[src/sv/expression_lexer_top_macros.svh]
// Assertion macros for the expression lexer.
`ifndef EXPRESSION_LEXER_TOP_MACROS_SVH
`define EXPRESSION_LEXER_TOP_MACROS_SVH

// same-cycle implication
`define ELX_ASSERT_NOW(label, clk, rst, ante, cons, msg) \
   label: assert property (@(posedge clk) disable iff (rst) (ante) |-> (cons)) \
      else $error(msg);

// next-cycle implication
`define ELX_ASSERT_NEXT(label, clk, rst, ante, cons, msg) \
   label: assert property (@(posedge clk) disable iff (rst) (ante) |=> (cons)) \
      else $error(msg);

`endif

[src/sv/elx_pkg.sv]
// Types, character codes and helper functions shared by the expression lexer.
package elx_pkg;

   typedef enum logic [3:0] {
      TOK_LITERAL      = 4'd0,
      TOK_IDENT        = 4'd1,
      TOK_KW_INT       = 4'd2,
      TOK_EQ           = 4'd3,
      TOK_ASSIGN       = 4'd4,
      TOK_ADD          = 4'd5,
      TOK_SUB          = 4'd6,
      TOK_MUL          = 4'd7,
      TOK_DIV          = 4'd8,
      TOK_END          = 4'd9,
      TOK_BAD_CHAR     = 4'd10,
      TOK_OPEN_COMMENT = 4'd11
   } token_kind_type;

   typedef enum logic [2:0] {
      MODE_IDLE    = 3'd0,
      MODE_NUMBER  = 3'd1,
      MODE_NAME    = 3'd2,
      MODE_EQUAL   = 3'd3,
      MODE_COMMENT = 3'd4,
      MODE_DROP    = 3'd5
   } lexer_mode_type;

   localparam logic [7:0] CHAR_NEWLINE = 8'h0A;
   localparam logic [7:0] CHAR_SPACE   = 8'h20;
   localparam logic [7:0] CHAR_HASH    = 8'h23;
   localparam logic [7:0] CHAR_STAR    = 8'h2A;
   localparam logic [7:0] CHAR_PLUS    = 8'h2B;
   localparam logic [7:0] CHAR_MINUS   = 8'h2D;
   localparam logic [7:0] CHAR_SLASH   = 8'h2F;
   localparam logic [7:0] CHAR_ZERO    = 8'h30;
   localparam logic [7:0] CHAR_NINE    = 8'h39;
   localparam logic [7:0] CHAR_EQUAL   = 8'h3D;
   localparam logic [7:0] CHAR_KW_I    = 8'h69;
   localparam logic [7:0] CHAR_KW_N    = 8'h6E;
   localparam logic [7:0] CHAR_KW_T    = 8'h74;

   localparam logic [1:0] KW_LENGTH = 2'd3;

   localparam int QUEUE_DEPTH = 4;
   localparam int QUEUE_PTR_W = 2;
   localparam int QUEUE_LVL_W = 3;

   typedef struct packed {
      logic [7:0] char_code;
      logic       end_of_input;
   } req_word_type;

   typedef struct packed {
      token_kind_type token_kind;
      logic [31:0]    int_value;
      logic           int_overflow;
      logic [31:0]    name_start;
      logic [7:0]     name_length;
      logic           last_of_run;
   } token_type;

   typedef struct packed {
      logic [1:0] count;
      token_type  first;
      token_type  second;
   } push_type;

   typedef struct packed {
      logic                   room;
      logic [QUEUE_LVL_W-1:0] level;
   } queue_status_type;

   function automatic logic is_digit(logic [7:0] c);
      return (c >= CHAR_ZERO) && (c <= CHAR_NINE);
   endfunction

   function automatic logic is_alpha(logic [7:0] c);
      return ((c >= 8'h61) && (c <= 8'h7A)) || ((c >= 8'h41) && (c <= 8'h5A));
   endfunction

   function automatic logic [7:0] kw_char(logic [1:0] idx);
      logic [7:0] ch;
      case (idx)
         2'd0:    ch = CHAR_KW_I;
         2'd1:    ch = CHAR_KW_N;
         2'd2:    ch = CHAR_KW_T;
         default: ch = 8'h00;
      endcase
      return ch;
   endfunction

   function automatic token_type make_token(token_kind_type kind);
      token_type t;
      t = '0;
      t.token_kind = kind;
      return t;
   endfunction

endpackage

[src/sv/elx_req_if.sv]
// Source byte channel of the expression lexer.
interface elx_req_if;
   import elx_pkg::*;

   logic       valid;
   logic       ready;
   logic [7:0] char_code;
   logic       end_of_input;

   modport source (output valid, output char_code, output end_of_input, input ready);
   modport sink (input valid, input char_code, input end_of_input, output ready);
endinterface

[src/sv/elx_rsp_if.sv]
// Token channel of the expression lexer.
interface elx_rsp_if;
   import elx_pkg::*;

   logic           valid;
   logic           ready;
   token_kind_type token_kind;
   logic [31:0]    int_value;
   logic           int_overflow;
   logic [31:0]    name_start;
   logic [7:0]     name_length;
   logic           last_of_run;

   modport source (output valid, output token_kind, output int_value, output int_overflow,
                   output name_start, output name_length, output last_of_run, input ready);
   modport sink (input valid, input token_kind, input int_value, input int_overflow,
                 input name_start, input name_length, input last_of_run, output ready);
endinterface

[src/sv/elx_core.sv]
// Lexer state machine: mode, literal accumulator, name tracking and token build.
module elx_core #(
   parameter int VALUE_WIDTH     = 32,
   parameter int MAX_NAME_LENGTH = 255
) (
   input  logic                  clock,
   input  logic                  reset,
   input  logic                  take,
   input  elx_pkg::req_word_type item,
   output elx_pkg::push_type     push
);
   import elx_pkg::*;

   localparam int NAME_W = $clog2(MAX_NAME_LENGTH + 1);
   localparam int SUM_W  = VALUE_WIDTH + 4;

   lexer_mode_type         mode_ff, mode_in;
   logic [VALUE_WIDTH-1:0] acc_ff, acc_in;
   logic                   ovf_ff, ovf_in;
   logic [31:0]            start_ff, start_in;
   logic [NAME_W-1:0]      len_ff, len_in;
   logic [1:0]             kp_ff, kp_in;
   logic [31:0]            pos_ff, pos_in;

   logic [7:0]       c;
   logic [3:0]       digit;
   logic [SUM_W-1:0] wide_acc;
   logic [SUM_W-1:0] sum;
   logic             sum_over;
   logic             pend_valid;
   token_type        pend_tok;
   logic             flush_valid;
   logic             second_valid;
   token_type        second_tok;
   logic             fresh;

   assign c        = item.char_code;
   assign digit    = 4'(c - CHAR_ZERO);
   assign wide_acc = SUM_W'(acc_ff);
   assign sum      = (wide_acc << 3) + (wide_acc << 1) + SUM_W'(digit);
   assign sum_over = |sum[SUM_W-1:VALUE_WIDTH];

   // token held back for lookahead
   always_comb begin
      pend_valid = 1'b0;
      pend_tok   = make_token(TOK_ASSIGN);
      case (mode_ff)
         MODE_NUMBER: begin
            pend_valid            = 1'b1;
            pend_tok              = make_token(TOK_LITERAL);
            pend_tok.int_value    = 32'(acc_ff);
            pend_tok.int_overflow = ovf_ff;
         end
         MODE_NAME: begin
            pend_valid = 1'b1;
            if (len_ff == NAME_W'(KW_LENGTH) && kp_ff == KW_LENGTH) begin
               pend_tok = make_token(TOK_KW_INT);
            end else begin
               pend_tok             = make_token(TOK_IDENT);
               pend_tok.name_start  = start_ff;
               pend_tok.name_length = 8'(len_ff);
            end
         end
         MODE_EQUAL: begin
            pend_valid = 1'b1;
         end
         default: begin
            pend_valid = 1'b0;
         end
      endcase
   end

   always_comb begin
      mode_in      = mode_ff;
      acc_in       = acc_ff;
      ovf_in       = ovf_ff;
      start_in     = start_ff;
      len_in       = len_ff;
      kp_in        = kp_ff;
      pos_in       = pos_ff + 32'd1;
      flush_valid  = 1'b0;
      second_valid = 1'b0;
      second_tok   = make_token(TOK_END);
      fresh        = 1'b0;

      if (item.end_of_input) begin
         flush_valid  = pend_valid;
         second_valid = 1'b1;
         second_tok   = make_token((mode_ff == MODE_COMMENT) ? TOK_OPEN_COMMENT : TOK_END);
         mode_in      = MODE_IDLE;
         acc_in       = '0;
         ovf_in       = 1'b0;
         start_in     = '0;
         len_in       = '0;
         kp_in        = '0;
         pos_in       = '0;
      end else begin
         unique case (mode_ff)
            MODE_DROP: begin
               mode_in = MODE_DROP;
            end
            MODE_COMMENT: begin
               if (c == CHAR_HASH) begin
                  mode_in = MODE_IDLE;
               end
            end
            MODE_NUMBER: begin
               if (is_digit(c)) begin
                  if (sum_over) begin
                     acc_in = '1;
                     ovf_in = 1'b1;
                  end else begin
                     acc_in = sum[VALUE_WIDTH-1:0];
                  end
               end else begin
                  flush_valid = 1'b1;
                  mode_in     = MODE_IDLE;
                  fresh       = 1'b1;
               end
            end
            MODE_NAME: begin
               if (is_alpha(c) || is_digit(c)) begin
                  if (len_ff == NAME_W'(kp_ff) && kp_ff < KW_LENGTH && c == kw_char(kp_ff)) begin
                     kp_in = kp_ff + 2'd1;
                  end
                  if (len_ff < NAME_W'(MAX_NAME_LENGTH)) begin
                     len_in = len_ff + NAME_W'(1);
                  end
               end else begin
                  flush_valid = 1'b1;
                  mode_in     = MODE_IDLE;
                  fresh       = 1'b1;
               end
            end
            MODE_EQUAL: begin
               mode_in = MODE_IDLE;
               if (c == CHAR_EQUAL) begin
                  second_valid = 1'b1;
                  second_tok   = make_token(TOK_EQ);
               end else begin
                  flush_valid = 1'b1;
                  fresh       = 1'b1;
               end
            end
            default: begin
               mode_in = MODE_IDLE;
               fresh   = 1'b1;
            end
         endcase

         if (fresh) begin
            if (c == CHAR_NEWLINE || c == CHAR_SPACE) begin
               mode_in = MODE_IDLE;
            end else if (c == CHAR_HASH) begin
               mode_in = MODE_COMMENT;
            end else if (is_digit(c)) begin
               mode_in = MODE_NUMBER;
               acc_in  = VALUE_WIDTH'(digit);
               ovf_in  = 1'b0;
            end else if (c == CHAR_EQUAL) begin
               mode_in = MODE_EQUAL;
            end else if (c == CHAR_PLUS) begin
               second_valid = 1'b1;
               second_tok   = make_token(TOK_ADD);
            end else if (c == CHAR_MINUS) begin
               second_valid = 1'b1;
               second_tok   = make_token(TOK_SUB);
            end else if (c == CHAR_STAR) begin
               second_valid = 1'b1;
               second_tok   = make_token(TOK_MUL);
            end else if (c == CHAR_SLASH) begin
               second_valid = 1'b1;
               second_tok   = make_token(TOK_DIV);
            end else if (is_alpha(c)) begin
               mode_in  = MODE_NAME;
               start_in = pos_ff;
               len_in   = NAME_W'(1);
               kp_in    = (c == CHAR_KW_I) ? 2'd1 : 2'd0;
            end else begin
               second_valid = 1'b1;
               second_tok   = make_token(TOK_BAD_CHAR);
               mode_in      = MODE_DROP;
            end
         end
      end
   end

   // pack flushed token ahead of the new one
   always_comb begin
      push.count              = 2'(flush_valid) + 2'(second_valid);
      push.first              = flush_valid ? pend_tok : second_tok;
      push.first.last_of_run  = !(flush_valid && second_valid);
      push.second             = second_tok;
      push.second.last_of_run = 1'b1;
      if (!take) begin
         push.count = 2'd0;
      end
   end

   always_ff @(posedge clock) begin
      if (reset) begin
         mode_ff  <= MODE_IDLE;
         acc_ff   <= '0;
         ovf_ff   <= 1'b0;
         start_ff <= '0;
         len_ff   <= '0;
         kp_ff    <= '0;
         pos_ff   <= '0;
      end else if (take) begin
         mode_ff  <= mode_in;
         acc_ff   <= acc_in;
         ovf_ff   <= ovf_in;
         start_ff <= start_in;
         len_ff   <= len_in;
         kp_ff    <= kp_in;
         pos_ff   <= pos_in;
      end
   end
endmodule

[src/sv/elx_queue.sv]
// Token queue: takes up to two tokens a cycle, hands out one per word.
module elx_queue (
   input  logic                      clock,
   input  logic                      reset,
   input  elx_pkg::push_type         push,
   output elx_pkg::queue_status_type status,
   elx_rsp_if.source                 rsp_chan
);
   import elx_pkg::*;

   token_type              mem_ff [QUEUE_DEPTH];
   logic [QUEUE_PTR_W-1:0] wr_ptr_ff, wr_ptr_in;
   logic [QUEUE_PTR_W-1:0] rd_ptr_ff, rd_ptr_in;
   logic [QUEUE_LVL_W-1:0] level_ff, level_in;
   logic                   pop;
   token_type              head;

   assign head  = mem_ff[rd_ptr_ff];
   assign pop   = rsp_chan.valid && rsp_chan.ready;

   assign rsp_chan.valid        = (level_ff != '0);
   assign rsp_chan.token_kind   = head.token_kind;
   assign rsp_chan.int_value    = head.int_value;
   assign rsp_chan.int_overflow = head.int_overflow;
   assign rsp_chan.name_start   = head.name_start;
   assign rsp_chan.name_length  = head.name_length;
   assign rsp_chan.last_of_run  = head.last_of_run;

   assign status.level = level_ff;
   assign status.room  = (level_ff <= QUEUE_LVL_W'(QUEUE_DEPTH - 2));

   always_comb begin
      wr_ptr_in = wr_ptr_ff + QUEUE_PTR_W'(push.count);
      rd_ptr_in = rd_ptr_ff + QUEUE_PTR_W'(pop);
      level_in  = level_ff + QUEUE_LVL_W'(push.count) - QUEUE_LVL_W'(pop);
   end

   always_ff @(posedge clock) begin
      if (reset) begin
         wr_ptr_ff <= '0;
         rd_ptr_ff <= '0;
         level_ff  <= '0;
      end else begin
         wr_ptr_ff <= wr_ptr_in;
         rd_ptr_ff <= rd_ptr_in;
         level_ff  <= level_in;
      end
   end

   always_ff @(posedge clock) begin
      if (push.count != 2'd0) begin
         mem_ff[wr_ptr_ff] <= push.first;
      end
      if (push.count == 2'd2) begin
         mem_ff[wr_ptr_ff + QUEUE_PTR_W'(1)] <= push.second;
      end
   end
endmodule

[src/sv/expression_lexer_top.sv]
// Expression lexer top level: input word register, lexer core and token queue.
//
//   channel    dir  handshake              payload
//   req_chan   in   valid / ready          char_code, end_of_input
//   rsp_chan   out  valid / ready          token_kind, int_value, int_overflow,
//                                          name_start, name_length, last_of_run
//
// One source word enters the input register per cycle unless it is held, and is lexed
// once the queue has room. Each word yields zero, one or two tokens; the queue drains one
// token per cycle while rsp_chan.ready is high, so two-token words back up the input.
// Synchronous reset returns the lexer to idle at byte position zero and empties the queue.
// The input register holds a word while the queue has fewer than two free slots.
module expression_lexer_top #(
   parameter int VALUE_WIDTH     = 32,
   parameter int MAX_NAME_LENGTH = 255
) (
   input  logic      clock,
   input  logic      reset,
   elx_req_if.sink   req_chan,
   elx_rsp_if.source rsp_chan
);
   import elx_pkg::*;

   `include "expression_lexer_top_macros.svh"

   logic             in_valid_ff, in_valid_in;
   req_word_type     in_word_ff;
   logic             take;
   logic             req_accept;
   push_type         push;
   queue_status_type status;

   assign take           = in_valid_ff && status.room;
   assign req_chan.ready = !in_valid_ff || take;
   assign req_accept     = req_chan.valid && req_chan.ready;

   always_comb begin
      in_valid_in = in_valid_ff;
      if (req_accept) begin
         in_valid_in = 1'b1;
      end else if (take) begin
         in_valid_in = 1'b0;
      end
   end

   always_ff @(posedge clock) begin
      if (reset) begin
         in_valid_ff <= 1'b0;
      end else begin
         in_valid_ff <= in_valid_in;
      end
   end

   always_ff @(posedge clock) begin
      if (req_accept) begin
         in_word_ff.char_code    <= req_chan.char_code;
         in_word_ff.end_of_input <= req_chan.end_of_input;
      end
   end

   elx_core #(
      .VALUE_WIDTH     (VALUE_WIDTH),
      .MAX_NAME_LENGTH (MAX_NAME_LENGTH)
   ) u_core (
      .clock (clock),
      .reset (reset),
      .take  (take),
      .item  (in_word_ff),
      .push  (push)
   );

   elx_queue u_queue (
      .clock    (clock),
      .reset    (reset),
      .push     (push),
      .status   (status),
      .rsp_chan (rsp_chan)
   );

   `ELX_ASSERT_NOW(a_end_emits_token, clock, reset, take && in_word_ff.end_of_input, push.count != 2'd0, "end of input produced no token")
   `ELX_ASSERT_NOW(a_pair_marks_last, clock, reset, push.count == 2'd2, !push.first.last_of_run && push.second.last_of_run, "token pair has wrong last_of_run marks")
   `ELX_ASSERT_NEXT(a_queue_bound, clock, reset, push.count != 2'd0, status.level <= QUEUE_LVL_W'(QUEUE_DEPTH), "token queue overrun")
endmodule

[src/flat_wrapper.sv]
// flat-port wrapper written by rule: the top's interface ports become plain ports
module expression_lexer_top_flat import elx_pkg::*;
#(
   parameter int VALUE_WIDTH     = 32,
   parameter int MAX_NAME_LENGTH = 255
)
  (clock, reset, req_chan_valid, req_chan_char_code, req_chan_end_of_input, req_chan_ready, rsp_chan_valid, rsp_chan_token_kind, rsp_chan_int_value, rsp_chan_int_overflow, rsp_chan_name_start, rsp_chan_name_length, rsp_chan_last_of_run, rsp_chan_ready);
  elx_req_if req_chan_i ();
  elx_rsp_if rsp_chan_i ();
  input  logic clock;
  input  logic reset;
  input wire logic [$bits(req_chan_i.valid)-1:0] req_chan_valid;
  input wire logic [$bits(req_chan_i.char_code)-1:0] req_chan_char_code;
  input wire logic [$bits(req_chan_i.end_of_input)-1:0] req_chan_end_of_input;
  output wire logic [$bits(req_chan_i.ready)-1:0] req_chan_ready;
  output wire logic [$bits(rsp_chan_i.valid)-1:0] rsp_chan_valid;
  output wire logic [$bits(rsp_chan_i.token_kind)-1:0] rsp_chan_token_kind;
  output wire logic [$bits(rsp_chan_i.int_value)-1:0] rsp_chan_int_value;
  output wire logic [$bits(rsp_chan_i.int_overflow)-1:0] rsp_chan_int_overflow;
  output wire logic [$bits(rsp_chan_i.name_start)-1:0] rsp_chan_name_start;
  output wire logic [$bits(rsp_chan_i.name_length)-1:0] rsp_chan_name_length;
  output wire logic [$bits(rsp_chan_i.last_of_run)-1:0] rsp_chan_last_of_run;
  input wire logic [$bits(rsp_chan_i.ready)-1:0] rsp_chan_ready;
  assign req_chan_i.valid = req_chan_valid;
  assign req_chan_i.char_code = req_chan_char_code;
  assign req_chan_i.end_of_input = req_chan_end_of_input;
  assign req_chan_ready = req_chan_i.ready;
  assign rsp_chan_valid = rsp_chan_i.valid;
  assign rsp_chan_token_kind = rsp_chan_i.token_kind;
  assign rsp_chan_int_value = rsp_chan_i.int_value;
  assign rsp_chan_int_overflow = rsp_chan_i.int_overflow;
  assign rsp_chan_name_start = rsp_chan_i.name_start;
  assign rsp_chan_name_length = rsp_chan_i.name_length;
  assign rsp_chan_last_of_run = rsp_chan_i.last_of_run;
  assign rsp_chan_i.ready = rsp_chan_ready;
  expression_lexer_top #(.VALUE_WIDTH(VALUE_WIDTH), .MAX_NAME_LENGTH(MAX_NAME_LENGTH)) u_core (.clock(clock), .reset(reset), .req_chan(req_chan_i), .rsp_chan(rsp_chan_i));
endmodule
[config.mk]
export PLATFORM = sky130hd
export DESIGN_NAME = expression_lexer_top_flat
export DESIGN_NICKNAME = d
export VERILOG_FILES = /design/src/sv/elx_pkg.sv /design/src/sv/elx_req_if.sv /design/src/sv/elx_rsp_if.sv /design/src/sv/elx_core.sv /design/src/sv/elx_queue.sv /design/src/sv/expression_lexer_top.sv /design/src/flat_wrapper.sv
export VERILOG_INCLUDE_DIRS = /design/src /design/src/sv
export SDC_FILE = /design/constraint.sdc
export NUM_CORES = 1
export LEC_CHECK = 0
export BUFFER_PORTS_ARGS = -buffer_cell sky130_fd_sc_hd__buf_2
export CAP_MARGIN = 30
export CORE_ASPECT_RATIO = 0.75
export CORE_MARGIN = 4
export CORE_UTILIZATION = 35
export CTS_BUF_LIST = sky130_fd_sc_hd__clkbuf_2 sky130_fd_sc_hd__clkbuf_4 sky130_fd_sc_hd__clkbuf_8
export DETAILED_ROUTE_END_ITERATION = 16
export GPL_TIMING_DRIVEN = 0
export PLACE_DENSITY = 0.62
export SYNTH_ARGS = -nofsm -noshare
export SYNTH_HDL_FRONTEND = slang
export SYNTH_SLANG_ARGS = --single-unit
[constraint.sdc]
create_clock -name clock -period 3.6 [get_ports clock]
set_clock_uncertainty 0.2 [all_clocks]
set_input_delay 0.54 -clock clock [delete_from_list [all_inputs] [get_ports clock]]
set_output_delay 0.54 -clock clock [all_outputs]
set_load 0.01 [all_outputs]
==> results.md <==
* Global-route wire length before repair at a little under 100 mm
* RSZ-0062 raised after global routing: true
* Layout area overhead at 26.06%
* Commonest non-fill, non-tap cell in the layout: dfxtp_1
* Req. time, crit path at 3.87 ns
* Post-synth EDFFs at 25
* Routed WL at roughly 63 mm
* Clk_lat worst skew at roughly 0.64 ns
* DP Area at ~21000 um^2
* Most frequent cells in the layout: 407 x dfxtp_1, 193 x a22o_1, 148 x nand3_1, 145 x o21ai_0, 131 x nand2_1
* Slew HR at 0.3378
* DR vias at about 17000
* Pre-CTS setup slack at -1.194 ns
* Reg clk slew, reported paths at 0.07 ns
* CTS tree: done
* Synth warn at 0
* Pin count of the biggest net entering global routing at 12
* Reg area at approximately 9000 um^2
* Crit Path Max Fanout at 10
* Flop pwr share at 0.439
* CP Cell Sequence: buf_4, nor4_4, o31ai_4, a211oi_4, nand2_2, a21oi_2, a21o_1, ha_4, o21ai_4, buf_6, nor2_4, nand2_4, and2_4, clkinvlp_4, nor2_1, a21oi_1
* Hold crit path type: in2reg
* DR WL/cell at 20.99 um
* Startpoint types: flip-flop
* Crit path time final at 3.848 ns
* Congestion Overflow GR at 0
* Combinational share of power at 0.143
* Worst Max-Slew Pin Slew at 0.9867 ns
* Final hold vios at 0
* Root buffer cell: clkbuf_8
* Vias in the first global route at between 15000 and 20000
* PnR worst setup slack at -0.2477 ns
* Port buffer count at 91
* Final setup fails at 334
* Vias per Instance at between 5 and 6
* Register bit count reported by yosys at ~440
* Fillers at 5077
* Top delay family on crit path: simple AND/OR/NAND/NOR gates
* Max VDD drop at just over 0.2 mV
* Slowest cell on crit path: edfxtp_1
* Tot GR Track Use at 0.2054
* Power density cells at 462.2 nW/um^2
* Max-Cap Viols at 0
* CTS Buffer Depth at 3
* Worst Path Arrival at 4.12 ns
* Portion of the post-synthesis area used by sequential elements at 0.4600
* DRT iter0 DRCs at 1571
* Outcome: complete, but fails checks
* Critical Path Sink Type: flip-flop
* Failing checks: negative setup slack
* Die ar. at 60030 um^2
* Top-Level Pins at 93
* Average cell area after synthesis at 9.964 um^2
* Final slew viol count at 0
* Placer congestion estimate at between 0.9 and 1
* Post-route cell area at 24770 um^2
* Main synth FF type: dfxtp_1
* Detail Placement HPWL at approximately 42 mm
* Unique masters post-synth at 70
* Share of cells above drive strength 1 at 0.2601
* Fmax at about 260 MHz
* Final nets at between 2000 and 2500
* Synthesized instance count at ~2000
* CTS Buf Count at 74
* DR pass1 iterations at 5
* Die Wd at 281.6 um
* Die height at 213.2 um
* Syn nets at 2063
* Initial antenna violation count at 1
* Slowest stage delay, CP at 0.52 ns
* Leakage at 0.009606 uW
* Buf/Inv on CP at 3
* WS Path Type: reg2reg
* Sw Ratio at 0.2666
* Clock power frac at 0.418
* H-tree depth at 3
* Starting density of the core at 0.3573
* Async set or reset register ratio after synthesis at 0
* # rows at 74
* Final Cycle Share at 1.069
* Detail Route Antenna Nets at 0
* Area of the multi-input gates at 10420 um^2
* Core footprint at 55000 um^2
* DRC viols at 0
* Mapped Area at approximately 20000 um^2
* Cell Int Power at between 8000 and 9000 uW
* Psw at 3053 uW
* CTS sink cnt at 439
-- Yosys cell counts (3+ instances only) --
cell,instances,share of area
nor2_1,106,0.020
o22ai_1,15,0.0048
clkbuf_1,112,0.021
and3_1,8,0.0025
o21ai_1,11,0.0028
buf_1,17,0.0032
nand3_1,160,0.041
nor2b_1,7,0.0022
edfxtp_1,25,0.038
o21ai_0,187,0.048
inv_1,28,0.0053
buf_2,32,0.0082
o31ai_1,6,0.0023
or4_1,6,0.0023
a211oi_1,16,0.0061
and2_1,14,0.0045
fa_1,3,0.0031
xnor2_1,33,0.015
a22o_1,193,0.086
dfxtp_1,414,0.42
xor2_1,28,0.012
nand4_1,19,0.0060
ha_1,75,0.048
nand2b_1,12,0.0038
o211ai_1,9,0.0034
nor3_1,35,0.0089
or3_1,22,0.0070
a21o_1,9,0.0034
and4_1,3,0.0013
mux4_2,78,0.089
a22oi_1,8,0.0031
o21a_1,8,0.0031
a21oi_1,87,0.022
a31oi_1,8,0.0025
nand2_1,134,0.026
o2bb2ai_1,4,0.0018
-- power groups by stage --
stage	combinational [uW]	sequential (uW)	clock, uW
finish	1640	5030	4780
global placement	1250	5120	0
floorplan	847	5110	0
CTS	1610	5030	4850
global route	1730	5030	5070
detailed placement	1270	5120	0
-- layer usage --
layer	global-route usage	vias up	routed length [um]
li1	-	7871	-
met1	0.2996	8409	28810
met2	0.3019	718	26600
met3	0.04001	136	5162
met4	0.07611	0	2066
met5	0	-	0
-- stage by stage --
step | std cells | TNS [ns] | utilization | hold WS (ns) | power (uW)
finish | 2984 | -46.80 | 0.4504 | 0.1397 | 11450
global route | 2984 | -74.48 | 0.4504 | 0.1632 | 11830
CTS | 2981 | -19.85 | 0.4489 | 0.09529 | 11490
detailed placement | 2786 | -292.44 | 0.3829 | 0.2495 | 6390
global placement | 2785 | -287.41 | 0.3827 | 0.2450 | 6363
floorplan | 1972 | -0.2271 | - | 0.2310 | 5953
-- worst register-to-register path, cell delays in order (launching register included) --
cell and delay, ns:
edfxtp_1 0.52, buf_4 0.24, nor4_4 0.37, o31ai_4 0.16
a211oi_4 0.32, nand2_2 0.14, a21oi_2 0.14, a21o_1 0.18
ha_4 0.25, o21ai_4 0.18, buf_6 0.13, nor2_4 0.05
nand2_4 0.17, and2_4 0.28, clkinvlp_4 0.20, nor2_1 0.12
a21oi_1 0.04
-- repair_timing --
item,in CTS,in global routing
buffers inserted,47,3
endpoints found under the hold margin,10,0
pin swaps,95,15
endpoints found under the setup margin,434,404
gates resized for setup,359,15
gates cloned,20,0
hold buffers,10,0
-- layout make-up --
cell class | instances | area share
antenna | 1 | 0.0001010
buffer | 151 | 0.05319
clock buffer | 120 | 0.06138
clock inverter | 9 | 0.003486
inverter | 28 | 0.005052
multi-input combinational | 1344 | 0.4205
sequential | 439 | 0.3653
tap | 722 | 0.03647
timing repair buffer | 170 | 0.05451
-- registers in the layout (all words and copies together), names as in the netlist --
| register | count |
|---|---|
| u_core.u_core.start_ff | 32 |
| u_core.u_core.len_ff | 8 |
| u_core.u_queue.level_ff | 3 |
| u_core.u_queue.mem_ff | 312 |
| u_core.u_core.mode_ff | 3 |
| u_core.u_core.acc_ff | 32 |
| u_core.u_queue.wr_ptr_ff | 2 |
| u_core.in_valid_ff | 1 |
| u_core.in_word_ff | 9 |
| u_core.u_core.kp_ff | 2 |
| u_core.u_core.pos_ff | 32 |
| u_core.u_core.ovf_ff | 1 |
| u_core.u_queue.rd_ptr_ff | 2 |
-- logic make-up after synthesis --
family          synth area share
buf+inv                  0.03910
mux                      0.08991
simple gates              0.1326
compound gates            0.2004
xor+xnor                 0.02719
fa+ha+maj                0.05082
flops                     0.4600
-- path summary, 6_finish.rpt --
check	from	endpoint	slack (ns)	cells after the start
worst max-delay path	u_core.in_word_ff[4]$_DFFE_PP_	u_core.u_queue.mem_ff[2][0]$_SDFFE_PP1P_	-0.25	16
worst min-delay path	reset	u_core.u_queue.rd_ptr_ff[0]$_SDFF_PP0_	0.14	2
worst max register to register	u_core.in_word_ff[4]$_DFFE_PP_	u_core.u_queue.mem_ff[2][0]$_SDFFE_PP1P_	-0.25	16
worst min register to register	u_core.u_queue.mem_ff[3][69]$_SDFFE_PP0P_	u_core.u_queue.mem_ff[3][69]$_SDFFE_PP0P_	0.26	2
(Power assumes the default switching activity.)
